`src/brf_queue.sv`:
```
// Two-entry word queue between the front and back of the byte ring FIFO.
// Generic over word width; depends on nothing.
module brf_queue #(
	parameter int W = 8
) (
	input  logic         clk,
	input  logic         arst_n,
	input  logic         push,
	input  logic [W-1:0] din,
	output logic         full,
	output logic         valid,
	input  logic         pop,
	output logic [W-1:0] dout
);

	logic [W-1:0] slot_q [2];
	logic         wp_q, rp_q;
	logic [1:0]   cnt_q;
	logic         do_push;

	assign full    = (cnt_q == 2'd2);
	assign valid   = (cnt_q != 2'd0);
	assign dout    = slot_q[rp_q];
	assign do_push = push && !full;

	always_ff @(posedge clk or negedge arst_n) begin
		if (!arst_n) begin
			wp_q  <= 1'b0;
			rp_q  <= 1'b0;
			cnt_q <= 2'd0;
		end else begin
			if (do_push) begin
				wp_q <= !wp_q;
			end
			if (pop) begin
				rp_q <= !rp_q;
			end
			if (do_push && !pop) begin
				cnt_q <= cnt_q + 2'd1;
			end else if (!do_push && pop) begin
				cnt_q <= cnt_q - 2'd1;
			end
		end
	end

	always_ff @(posedge clk) begin
		if (do_push) begin
			slot_q[wp_q] <= din;
		end
	end

endmodule

```
`config.mk`:
```
export PLATFORM = sky130hd
export DESIGN_NAME = brf_queue
export DESIGN_NICKNAME = d
export VERILOG_FILES = /design/src/brf_queue.sv
export SDC_FILE = /design/constraint.sdc
export NUM_CORES = 1
export LEC_CHECK = 0
export BUFFER_PORTS_ARGS = -buffer_cell sky130_fd_sc_hd__buf_2
export CORE_MARGIN = 2
export CORE_UTILIZATION = 49
export DETAILED_ROUTE_END_ITERATION = 12
export MAX_ROUTING_LAYER = met4
export PLACE_DENSITY_LB_ADDON = 0.2
export SLEW_MARGIN = 25
export SYNTH_ARGS = -nofsm -noshare
export SYNTH_HDL_FRONTEND = slang
export SYNTH_SLANG_ARGS = --single-unit
```
`constraint.sdc`:
```
create_clock -name clk -period 1.6 [get_ports clk]
set_input_delay 0.08 -clock clk [delete_from_list [all_inputs] [get_ports clk]]
set_output_delay 0.08 -clock clk [all_outputs]
set_load 0.005 [all_outputs]
```
==> flow_summary_export.csv <==
group,metric,value,unit
synth,syn_avg_cell_area,18.6,sq um
worst_setup_path,critPathMaxStageDelay,0.68,ns
run_status,status,"complete, no violations",
power,cellPowerDensity,1560,nW/um^2
finish,fillers,108,
sta,whs,0.0691,ns
placed_design,dpl-instance-area,941,sq um
floorplan,core,1540,sq um
sta,max_slew_margin,66.1,%
power,ir_drop,1.14,mV
finish,syn2layout_area_growth,31.4,%
placed_design,dp_cells,81,
global_route,grt_max_degree,12,
clock_network,cts_buffer_depth,2,
sta,min_period,1.51,ns
clock_network,clk_root_buffer_cell,"clkbuf_4",
sta,maxSlewViolCount,0,
route,avgRoutedWirePerCell,12.8,um
hold_path,min_path_cells,3,
finish,finish.utilization,69.9,%
sta,worst_clock_skew,0.00212,ns
clock_network,numCtsBuffers,3,
placed_design,post-place-ws,0.164,ns
route,via_per_inst,4.98,
route,via_count,473,
clock_network,clock-sinks,20,
sta,rsz0062_at_grt,"false",
worst_setup_path,worstPathMaxFanout,9,
worst_setup_path,reg2reg_depth,6,
worst_setup_path,path_class,"register to primary output",
sta,tightest_slew,0.509,ns
floorplan,num_rows,14,
route,wl,1220,um
floorplan,die_x,44.9,um
placed_design,port_buffers,21,
sta,tns,0,ns
worst_setup_path,r2r_slack,0.16,ns
global_route,antenna_found_initial,0,
worst_setup_path,r2r-start,"cnt_q[0]",
finish,drive_gt1_share,45.6,%
sta,finalWorstSetupSlack,0.0897,ns
worst_setup_path,path_cells,"mux2_4 -> buf_2",
sta,hold_viol,0,
finish,diodes,0,
route,drc,0,
synth,ys_ff_latch,20,
floorplan,start_util,53.2,%
sta,fin_crit_sh,94.4,%
route,ant_nets,0,
synth,synth_area,820,sq um
sta,setup_violations,0,
placed_design,gp_congestion,0.664,
worst_setup_path,critPathCaptureType,"primary output",
global_route,grt_pass1_wl,1860,um
synth,syn_inst,44,
clock_network,cts_tree,"done",
worst_setup_path,cp-start-kind,"register",
global_route,grtUsageTotal,13.7,%
clock_network,h-tree-depth,1,
worst_setup_path,r2r_end,"cnt_q[1]",
finish,final_cells,95,
worst_setup_path,arrival,1.43,ns
placed_design,hpwlAfterDp,779,um
finish,nNetsFinal,93,
power,p_leak,0.481,nW
hold_path,hp-start,"push",
worst_setup_path,cpMaxStageDelayCell,"dfrtp_1",
worst_setup_path,required,1.52,ns
sta,fmax,662,MHz
job,max_cap_viol_count,0,
route,drt_iter0_drc,3,
clock_network,clk_pin_slew,0.11,ns
synth,syn_nets,57,
synth,seq_area_frac_synth,70.8,%
global_route,grt_pass1_vias,460,
route,drtPass1Iterations,4,
synth,yosys_warnings,0,
hold_path,hold_end,"wp_q",
synth,synth_cell_types,14,
finish,design_area,1080,sq um
floorplan,dieArea,2020,sq um
hold_path,hold_class,"primary input to register",
floorplan,dieHeight,44.9,um
power,total_power,1.68,mW
clock_network,clock_latency,0.29,ns
global_route,overflow,0,
floorplan,ios,22,
[registers in the layout (all words and copies together), names as in the netlist]
signal and flops:
rp_q 1, cnt_q 2, slot_q 16, wp_q 1
[kinds of logic after synthesis]
| kind of cell | Yosys count | synth area share, % |
|---|---|---|
| buffers and inverters | 4 | 2.75 |
| adder cells (fa/ha/maj) | 1 | 1.53 |
| AND/OR/NAND/NOR | 6 | 3.97 |
| multiplexers | 8 | 14.7 |
| flip-flops | 20 | 70.8 |
| XOR/XNOR | 5 | 6.26 |
[timing repair]
action                                 4_1_cts  5_1_grt
gates resized for setup                      0        0
setup buffers                                0        0
endpoints found under the hold margin       21        0
hold buffers                                10        0
[area by class of cell]
| type | count | area [sq um] | share of cell area [%] |
|---|---|---|---|
| flip-flops and latches | 20 | 581 | 53.9 |
| multi-input cells | 20 | 216 | 20.1 |
| repair buffers | 32 | 213 | 19.7 |
| clock buffers | 4 | 36.3 | 3.37 |
| well taps | 16 | 20.0 | 1.86 |
| inverters | 3 | 11.3 | 1.05 |
[Yosys cell counts]
cell / n / area share [%]
and3_1: 1 / 0.76
xnor2_1: 1 / 1.1
nor2_1: 2 / 0.92
nand2_2: 1 / 0.76
inv_1: 3 / 1.4
xnor2_2: 1 / 2.0
mux2_4: 8 / 15
nand2b_1: 1 / 0.76
xor2_1: 3 / 3.2
or2_1: 1 / 0.76
buf_6: 1 / 1.4
ha_1: 1 / 1.5
dfrtp_1: 4 / 12
edfxtp_1: 16 / 59
[layout by cell type, fill, tap and decap left out]
master	instances
and3_1	1
buf_2	21
buf_4	1
clkbuf_4	3
clkbuf_8	1
dfrtp_1	4
dlygate4sd3_1	10
edfxtp_1	16
ha_1	1
inv_1	3
mux2_4	8
nand2_2	1
nand2b_1	1
nor2_1	2
or2_1	1
xnor2_1	1
xnor2_2	1
xor2_1	3
[how the worst max path moves through the flow]
stage,cells after the start,end,from
after global placement,6,cnt_q[1],cnt_q[0]
after floorplan,3,slot_q[0][0],cnt_q[0]
after global routing,2,dout[4],rp_q
final,2,dout[7],rp_q
after detailed placement,6,cnt_q[1],cnt_q[0]
after CTS,2,dout[7],rp_q
[per-layer routing]
layer	global-route usage (%)	up-vias	part of all wire (%)	wire, um
met5	-	-	0	0
met4	3.53	0	0	0
met3	3.60	0	5.0	61
met2	25.5	16	56	684
met1	14.1	231	39	470
li1	-	226	-	-
[critical path, delay by kind of cell, from the launching register on]
family | cells | cell delay, ns
multiplexers | 1 | 0.34
buffers and inverters | 1 | 0.13
flip-flops | 1 | 0.68
[where the power goes]
| group | internal (mW) | total, mW | switching, mW | leakage [nW] |
|---|---|---|---|---|
| sequential | 0.725 | 0.850 | 0.125 | 0.195 |
| clock | 0.138 | 0.284 | 0.145 | 0.0210 |
| combinational | 0.351 | 0.547 | 0.195 | 0.265 |
Note: power is estimated with default switching activity, not from simulation.
