$ cat src/brf_pkg.sv
// Package for the byte ring FIFO: field widths, operation codes and the command word.
// Shared by brf_front, brf_back, the top level and the testbench; depends on nothing.
package brf_pkg;

	localparam int DataW    = 8;
	localparam int FieldW   = 10;
	localparam int CapW     = 11;
	localparam int MaxBurst = 64;
	localparam int BurstW   = $clog2(MaxBurst + 1);

	localparam logic [CapW-1:0] CapReset = 11'd1024;

	typedef enum logic [2:0] {
		OP_WRITE  = 3'd0,
		OP_READ   = 3'd1,
		OP_PEEK   = 3'd2,
		OP_DELETE = 3'd3,
		OP_CLEAR  = 3'd4
	} op_t;

	// One classified word, handed from front to back.
	typedef struct packed {
		logic              wr;
		logic              rd;
		logic [DataW-1:0]  wdata;
		logic              status;
		logic [FieldW-1:0] count;
		logic [FieldW-1:0] fill;
		logic [BurstW-1:0] nres;
	} cmd_t;

endpackage

$ cat src/brf_front.sv
// Front end of the byte ring FIFO: capacity register, pointers and fill level.
// Classifies each input word into a cmd_t; depends on brf_pkg.
module brf_front import brf_pkg::*; #(
	parameter int DEPTH = 1024
) (
	input  logic                                    clk,
	input  logic                                    arst_n,
	input  logic                                    cfg_we,
	input  logic [CapW-1:0]                         cfg_data,
	input  logic                                    in_valid,
	output logic                                    in_stall,
	input  logic [2:0]                              op,
	input  logic [DataW-1:0]                        data_in,
	input  logic [FieldW-1:0]                       offset,
	input  logic [FieldW-1:0]                       amount,
	input  logic                                    q_full,
	output logic                                    q_push,
	output cmd_t                                    q_cmd,
	output logic [$clog2(DEPTH)-1:0]                q_addr,
	output logic [$clog2((DEPTH < 2047 ? DEPTH : 2047) + 1)-1:0] ring_len
);

	localparam int PW     = $clog2(DEPTH);
	localparam int LenMax = (DEPTH < 2047) ? DEPTH : 2047;
	localparam int LW     = $clog2(LenMax + 1);
	localparam int AW     = ((PW > CapW) ? PW : CapW) + 1;

	logic [CapW-1:0] cap_q;
	logic [PW-1:0]   wp_q, rp_q, wp_n, rp_n;
	logic [LW-1:0]   fill_q, fill_n;
	logic [31:0]     len32;
	logic [AW-1:0]   len_a, fill_a, wp_a, rp_a, off_a, amt_a, nres_a, del_a;
	logic            accept;

	function automatic logic [AW-1:0] adv(input logic [AW-1:0] p, input logic [AW-1:0] n,
		input logic [AW-1:0] l);
		logic [AW-1:0] s;
		s = p + n;
		if (s >= l) begin
			s = s - l;
		end
		return s;
	endfunction

	always_comb begin
		if (cap_q < CapW'(2)) begin
			len32 = 32'd2;
		end else if (32'(cap_q) > 32'(DEPTH)) begin
			len32 = 32'(DEPTH);
		end else begin
			len32 = 32'(cap_q);
		end
	end

	assign ring_len = LW'(len32);
	assign len_a    = AW'(ring_len);
	assign fill_a   = AW'(fill_q);
	assign wp_a     = AW'(wp_q);
	assign rp_a     = AW'(rp_q);
	assign off_a    = AW'(offset);
	assign amt_a    = AW'(amount);

	assign in_stall = q_full;
	assign accept   = in_valid && !q_full;
	assign q_push   = accept;

	always_comb begin
		q_cmd      = '0;
		q_cmd.nres = BurstW'(1);
		q_addr     = wp_q;
		wp_n       = wp_q;
		rp_n       = rp_q;
		fill_n     = fill_q;
		nres_a     = '0;
		del_a      = '0;
		case (op_t'(op))
			OP_WRITE: begin
				if (fill_a == len_a - AW'(1)) begin
					q_cmd.status = 1'b1;
				end else begin
					q_cmd.wr    = 1'b1;
					q_cmd.wdata = data_in;
					wp_n        = PW'(adv(wp_a, AW'(1), len_a));
					fill_n      = fill_q + LW'(1);
				end
			end
			OP_READ: begin
				q_addr = rp_q;
				if (fill_q == '0) begin
					q_cmd.status = 1'b1;
				end else begin
					q_cmd.rd = 1'b1;
					rp_n     = PW'(adv(rp_a, AW'(1), len_a));
					fill_n   = fill_q - LW'(1);
				end
			end
			OP_PEEK: begin
				if (!(off_a >= fill_a || amount == '0)) begin
					nres_a = fill_a - off_a;
					if (amt_a < nres_a) begin
						nres_a = amt_a;
					end
					if (nres_a > AW'(MaxBurst)) begin
						nres_a = AW'(MaxBurst);
					end
					q_cmd.rd    = 1'b1;
					q_cmd.nres  = BurstW'(nres_a);
					q_cmd.count = FieldW'(nres_a);
					q_addr      = PW'(adv(rp_a, off_a, len_a));
				end
			end
			OP_DELETE: begin
				del_a       = (fill_a <= amt_a) ? fill_a : amt_a;
				rp_n        = PW'(adv(rp_a, del_a, len_a));
				fill_n      = fill_q - LW'(del_a);
				q_cmd.count = FieldW'(del_a);
			end
			OP_CLEAR: begin
				wp_n   = '0;
				rp_n   = '0;
				fill_n = '0;
			end
			default: begin
			end
		endcase
		q_cmd.fill = FieldW'(fill_n);
	end

	always_ff @(posedge clk or negedge arst_n) begin
		if (!arst_n) begin
			cap_q  <= CapReset;
			wp_q   <= '0;
			rp_q   <= '0;
			fill_q <= '0;
		end else if (cfg_we) begin
			cap_q  <= cfg_data;
			wp_q   <= '0;
			rp_q   <= '0;
			fill_q <= '0;
		end else if (accept) begin
			wp_q   <= wp_n;
			rp_q   <= rp_n;
			fill_q <= fill_n;
		end
	end

endmodule

$ cat config.mk
export PLATFORM = sky130hd
export DESIGN_NAME = brf_front
export DESIGN_NICKNAME = d
export VERILOG_FILES = /design/src/brf_pkg.sv /design/src/brf_front.sv
export SDC_FILE = /design/constraint.sdc
export NUM_CORES = 1
export LEC_CHECK = 0
export BUFFER_PORTS_ARGS = -buffer_cell sky130_fd_sc_hd__clkbuf_2
export CORE_AREA = 2 2 126 128
export DETAILED_ROUTE_END_ITERATION = 10
export DIE_AREA = 0 0 128 130
export GPL_TIMING_DRIVEN = 0
export PLACE_DENSITY = 0.84
export SYNTH_ARGS = -nofsm -noshare
export SYNTH_HDL_FRONTEND = slang
export SYNTH_SLANG_ARGS = --single-unit
$ cat constraint.sdc
create_clock -name clk -period 8.65 [get_ports clk]
set_input_delay 1.73 -clock clk [delete_from_list [all_inputs] [get_ports clk]]
set_output_delay 1.73 -clock clk [all_outputs]
set_load 0.005 [all_outputs]
==> results.tsv, run 1 <==
metric	value	unit
cell family with most CP delay	compound AO/OA/AOI/OAI gates	
Post-synth EDFFs	0	
drt initial violations	1166	
antenna viol nets, final	0	
Sw Ratio	43.6	%
Synth Cell Area	0.00898	mm2
vias in the first global route	9233	
Rel. slew slack	10.1	%
fraction of layout cells with a size suffix above 1	14.4	%
Non-Filler Instances	1488	
DR WL/cell	20.4	um
largest net degree at the start of global routing	43	
total power	1.18	mW
number of synthesized register bits	42	
nets@finish	1459	
Max Clock Skew	0.0163	ns
worst path cell trace	clkbuf_2 > inv_1 > ha_1 > nor2b_1 > o21a_1 > o21a_1 > o21ai_0 > a211o_1 > a21oi_1 > buf_1 > mux2i_1 > inv_1 > fa_1 > nor2b_1 > o2111ai_1 > nand3b_1 > xor2_1 > o22ai_1 > a21oi_1 > a311oi_1 > nor3_1 > clkbuf_2	
via count	10100	
Worst EP arrival	6.27	ns
PnR worst setup slack	0.655	ns
CP required	6.92	ns
wire length of the first global-routing pass	47400	um
Post-CTS Setup Inserts	0	
Total Routing Usage GR	35.8	%
Placement Rows	46	
hold slack	0.645	ns
Flop pwr share	19.0	%
Power Dens Cells	119	mW/mm2
post-detail-place hpwl	24100	um
Place WS	0.522	ns
Primary FF master, synth	dfrtp_1	
router iterations before antenna repair	5	
Crit-path slowest cell	buf_1	
Initial Util	58.2	%
Vias/cell	6.79	
chip height	130	um
leakage power	4.64	nW
total grt overflow	0	
placed insts	1480	
total die area	0.0166	mm2
clk_lat worst skew	0.31	ns
fillers	1411	
worst min-delay path class	reg -> reg	
IO Port Bufs	107	
mean post-synth cell area	7.60	um2
Synth-to-Final Area Change	10.9	%
Startpoint Class	primary input	
CTS resizes	0	
RSZ-0062 raised after global routing	false	
clock network power share	22.2	%
drc violations	0	
Synthesized Nets	1345	
CP endpoint kind	output port	
root buffer cell	clkbuf_16	
CTS tree	done	
H-tree depth	2	
Int Power	668	uW
routed wire length	30400	um
achievable frequency	125	MHz
TNS Setup	0	ns
Crit path largest cell delay	0.52	ns
post-layout util	64.5	%
antenna violations before repair	0	
width of the die	128	um
synthesized instance count	1181	
Final setup viols	0	
clock slew at reported path FFs	0.06	ns
Longest Clk Path Bufs	2	
YS warnings	0	
IO Pins	108	
status	complete, no violations	
Max Cap Viol	0	
CP max FO	10	
combinational cell fraction of total power	58.8	%
Net Sw Power	515	uW
Final Instance Area	0.00995	mm2
Slew @ Worst Pin	1.33	ns
Core ar.	0.0154	mm2
TritonCTS buffer count	5	
FFs w/ async S/R, synth	100	%
Seq/Total Area, Yosys	11.7	%
final hold violations	0	
fin crit period	8.00	ns
Max VDD drop	0.107	mV
max-slew violation count	0	
Antenna Cells	0	
critical path type	in -> out	
clk sinks	42	
Placer Congestion	1.04	
Post-DP Area	0.00976	mm2
final cycle utilization of the critical path	92.4	%
hold buffers post-CTS	0	
Unique masters post-synth	92	
buffers and inverters on the worst path	5	
==> registers in the layout, indices dropped and copies added, names as in the netlist <==
register / count
wp_q: 10
fill_q: 11
rp_q: 10
cap_q: 11
==> worst paths after layout <==
check                                from         to  slack [ns]  depth (start not counted)
max in group asynchronous          arst_n  fill_q[1]        6.29                          1
worst min register to register    wp_q[3]    wp_q[3]        0.64                          2
worst max-delay path            amount[1]  q_cmd[13]        0.65                         22
worst max register to register  fill_q[0]    rp_q[8]        1.66                         26
worst min-delay path              wp_q[3]    wp_q[3]        0.64                          2
min in group asynchronous          arst_n  fill_q[5]        1.63                          1
==> layout make-up <==
class / instances / area, um2 / area share, %
multi-input cells: 1009 / 7380 / 74.1
well taps: 192 / 240 / 2.41
clock inverters: 2 / 60.1 / 0.603
inverters: 75 / 282 / 2.83
plain buffers: 55 / 270 / 2.71
repair buffers: 107 / 536 / 5.38
clock buffers: 6 / 139 / 1.40
flip-flops and latches: 42 / 1050 / 10.6
==> power groups by stage <==
stage               Sequential (mW)  Combinational, mW  Clock, mW
global route                  0.226              0.759      0.268
floorplan                     0.221              0.510          0
detailed placement            0.228              0.673          0
global placement              0.227              0.658          0
CTS                           0.224              0.679      0.259
finish                        0.225              0.695      0.262
==> synthesized netlist by cell type (5+ instances only) <==
library cell	instances	area share [%]
mux2i_1	35	3.9
dfrtp_1	41	11
nor2b_1	22	1.5
clkbuf_1	33	1.4
o21ai_0	75	4.2
a31oi_1	8	0.56
nor2_1	88	3.7
buf_2	6	0.33
a41oi_1	5	0.49
a211oi_1	15	1.3
inv_1	74	3.1
a221o_1	8	0.89
o41ai_1	9	0.88
and3_1	19	1.3
xnor2_1	57	5.6
mux2_2	13	1.6
nand2_1	77	3.2
o31ai_1	10	0.84
or2_2	9	0.63
o21a_1	24	2.0
xor2_1	27	2.6
a21oi_1	65	3.6
nor4_1	16	1.1
o21bai_1	7	0.59
or4_1	11	0.92
a21boi_0	7	0.59
nand3_1	45	2.5
buf_4	10	0.84
nand4_1	15	1.0
and2_1	11	0.77
nor4b_1	5	0.49
o22ai_1	8	0.56
o221ai_1	5	0.49
or3_1	11	0.77
a22oi_1	10	0.84
nand2b_1	11	0.77
nor3_1	45	2.5
fa_1	8	1.8
a21o_1	16	1.3
o211ai_1	14	1.2
ha_1	109	15
==> logic make-up (layout without fill, tap and decap cells) <==
family          count (synthesis)  count (layout)  share of synthesized area, %
simple gates                  412             412                          24.5
compound gates                348             348                          26.9
buf+inv                       130             245                          6.14
fa+ha+maj                     117             117                          17.0
xor+xnor                       84              84                          8.19
mux                            48              48                          5.53
flops                          42              42                          11.7
==> worst min-delay path: stages (launching register included) <==
cell and delay (ns):
dfrtp_1 0.48, nand2_1 0.07, o21ai_0 0.06
==> layout by cell type (no fill, tap or decap), drive strengths merged, types with 22 or more instances in the layout <==
master	count
nand2	77
o21a	24
nor2b	22
mux2i	35
clkbuf	146
nor2	90
xor2	27
dfrtp	41
a21oi	65
inv	75
nor3	46
xnor2	57
nand3	45
buf	22
ha	109
o21ai	81
==> routing by layer <==
| metal | vias to the layer above | global-route usage (%) | wire (um) |
|---|---|---|---|
| li1 | 4675 | - | - |
| met1 | 4717 | 47.2 | 12300 |
| met2 | 610 | 59.4 | 13700 |
| met3 | 102 | 5.13 | 3130 |
| met4 | 0 | 14.8 | 1240 |
| met5 | - | 0 | 0 |
No activity file was read; power rests on OpenSTA's default activity.
==> run 2, diff against run 1 <==
--- a/config.mk
+++ b/config.mk
@@ -5,10 +5,11 @@
 export SDC_FILE = /design/constraint.sdc
 export NUM_CORES = 1
 export LEC_CHECK = 0
+export ABC_AREA = 1
 export BUFFER_PORTS_ARGS = -buffer_cell sky130_fd_sc_hd__clkbuf_2
-export CORE_AREA = 2 2 126 128
+export CORE_AREA = 2 2 125 127
 export DETAILED_ROUTE_END_ITERATION = 10
-export DIE_AREA = 0 0 128 130
+export DIE_AREA = 0 0 127 129
 export GPL_TIMING_DRIVEN = 0
 export PLACE_DENSITY = 0.84
 export SYNTH_ARGS = -nofsm -noshare
==> run 2 against run 1 <==
Routed wire length is 3.1% lower. Hold slack got worse by 0.12 ns. Via count increased by 2.7%. Largest power group unchanged. Area after synthesis decreased by 1.5%. Worst setup slack better by 0.21 ns. Core utilization up 0.99 points. Highest routed layer unchanged.
==> results.tsv, run 2 <==
metric	value	unit
root buffer cell	clkbuf_16	
mean post-synth cell area	6.16	um2
status	complete, no violations	
hold_sp	cap_q[8]	
Rel. slew slack	22.7	%
CP endpoint kind	output port	
Net Sw Power	698	uW
largest family of logic cells by synthesized area	simple AND/OR/NAND/NOR gates	
Core ar.	0.0150	mm2
combinational cell fraction of total power	63.4	%
wire length of the first global-routing pass	46600	um
CP max FO	10	
CP required	6.92	ns
post-detail-place hpwl	23200	um
highest-count cells in the layout ignoring fill and taps	nand2_1 (307), inv_1 (219), a21oi_1 (110)	
Max Cap Viol	0	
Post-Synth XOR/XNOR Area	8.12	%
Compound-Gate Fraction of Synth Area	21.0	%
mux share of post-synthesis cell area	0	%
Min-Delay Path Depth	2	
clock network power share	18.6	%
Int Power	703	uW
achievable frequency	128	MHz
final hold violations	0	
worst min-delay path class	reg -> reg	
RSZ-0062 raised after global routing	false	
FFs w/ async S/R, synth	100	%
drc violations	0	
top-count cell post-synth	nand2_1	
Vias/cell	5.96	
vias in the first global route	9385	
chip height	129	um
launch point of the critical path	amount[4]	
Total Routing Usage GR	35.6	%
Antenna Cells	0	
TritonCTS buffer count	5	
hold buffers post-CTS	0	
commonest cells in the netlist	nand2_1 (307), inv_1 (219), a21oi_1 (110), ha_1 (109), nand3_1 (107)	
fraction of layout cells with a size suffix above 1	10.5	%
Synth area leaders	ha_1 (15%), nand2_1 (13%), dfrtp_1 (12%)	
IO Port Bufs	107	
critical path type	in -> out	
final cycle utilization of the critical path	90.0	%
Placement Rows	45	
YS warnings	0	
Startpoint Class	primary input	
Synth Cell Area	0.00885	mm2
Power Dens Cells	143	mW/mm2
CTS tree	done	
antenna viol nets, final	0	
Slew @ Worst Pin	1.16	ns
post-layout util	65.5	%
most common cell after layout, fill and taps aside	nand2_1	
simple-gate share of the synthesized area	30.4	%
R2R Path Start	fill_q[0]	
Final setup viols	0	
IO Pins	108	
Reg2Reg Depth	31	
antenna violations before repair	0	
Post-synth EDFFs	0	
total grt overflow	0	
Synth-to-Final Area Change	10.9	%
Initial Util	59.1	%
Flop pwr share	18.0	%
Max Clock Skew	0.0108	ns
TNS Setup	0	ns
number of synthesized register bits	42	
Worst EP arrival	6.06	ns
Longest Clk Path Bufs	2	
largest net degree at the start of global routing	43	
clock slew at reported path FFs	0.07	ns
CTS resizes	0	
Unique masters post-synth	53	
routed wire length	29400	um
width of the die	127	um
synthesized instance count	1437	
clk sinks	42	
Seq/Total Area, Yosys	11.9	%
total die area	0.0164	mm2
Hold Crit Endpoint	cap_q[8]	
nets@finish	1715	
Placer Congestion	0.984	
via count	10400	
leakage power	5.48	nW
reg2reg setup slack	2.05	ns
drt initial violations	1021	
leading area contributor after synthesis	ha_1	
router iterations before antenna repair	6	
top-area cell type share of the netlist area	15.4	%
clk_lat worst skew	0.31	ns
biggest regs	cap_q (11), fill_q (11)	
Post-Synth Adder-Cell Area	17.2	%
H-tree depth	2	
Sw Ratio	49.8	%
DR WL/cell	16.9	um
Max VDD drop	0.163	mV
Post-CTS Setup Inserts	0	
Synthesized Nets	1601	
Worst R2R End	rp_q[2]	
fin crit period	7.79	ns
Primary FF master, synth	dfrtp_1	
max-slew violation count	0	
## run 2: cell count changes after synthesis, sizes merged, moves of 46 or more
cell	delta
a21oi	+47
xnor2	-48
xor2	+46
nand3	+66
inv	+150
nand2	+243
## run 2: logic make-up (layout without fill, tap and decap cells)
kind of cell	Yosys count	after routing
and+or+nand+nor	612	612
AOI/OAI and AO/OA	320	320
xor gates and xnor gates	82	82
DFF	42	42
buffers and inverters	264	379
adders and majority gates	117	117
## run 2: worst max-delay path by stage
stage	slack, ns	endpoint
floorplan	1.85	q_cmd[15]
global route	0.34	q_cmd[15]
finish	0.86	q_cmd[15]
CTS	0.95	q_cmd[15]
global placement	0.99	q_cmd[15]
detailed placement	0.98	q_cmd[15]
## run 2: worst max-delay path: stages
cell	delay (ns)
clkbuf_2	0.14
inv_1	0.07
ha_1	0.33
nand2_1	0.08
inv_1	0.03
o21ai_0	0.13
nand2_1	0.08
a41oi_1	0.19
nor2_1	0.06
o21ai_0	0.14
nand2_1	0.07
o41ai_1	0.08
clkbuf_1	0.35
o21ai_0	0.29
ha_1	0.30
fa_1	0.42
o31ai_1	0.33
nand2_1	0.13
nand2_1	0.08
nand2_1	0.07
a21oi_1	0.18
o21ai_0	0.10
nand2_1	0.08
o21ai_0	0.07
a21oi_1	0.17
nor2_1	0.09
a21boi_1	0.14
clkbuf_2	0.12
## run 2: final cells by class
type,instances,area [um2]
repair buffers,107,536
clock inverters,3,68.8
fillers,1478,5160
inverters,231,867
plain buffers,33,145
multi-input cells,1131,6780
flip-flops and latches,42,1050
well taps,188,235
clock buffers,5,125
## run 2: metrics by stage
stage	instance area (um2)	setup slack (ns)	cells	hold slack, ns	power (mW)
after floorplan	8850	1.85	1437	0.481	0.895
after global placement	9620	0.991	1732	0.506	1.09
after detailed placement	9620	0.983	1732	0.513	1.11
after CTS	9810	0.954	1740	0.528	1.38
after global routing	9810	0.337	1740	0.565	1.52
final	9810	0.861	1740	0.527	1.40
## run 2: power by group through the flow
stage | clock [mW] | sequential, mW | combinational (mW)
after floorplan | 0 | 0.244 | 0.651
after detailed placement | 0 | 0.254 | 0.861
final | 0.261 | 0.252 | 0.887
after CTS | 0.259 | 0.251 | 0.868
after global placement | 0 | 0.253 | 0.841
after global routing | 0.268 | 0.255 | 1.00
## run 2: layer usage
| layer | track usage, % | part of all wire [%] | vias to the layer above | wire length, um |
|---|---|---|---|---|
| li1 | - | - | 5052 | - |
| met1 | 45.5 | 41 | 4703 | 12100 |
| met2 | 60.3 | 46 | 516 | 13600 |
| met3 | 4.82 | 7.8 | 107 | 2300 |
| met4 | 16.0 | 4.8 | 0 | 1400 |
| met5 | 0 | 0 | - | 0 |
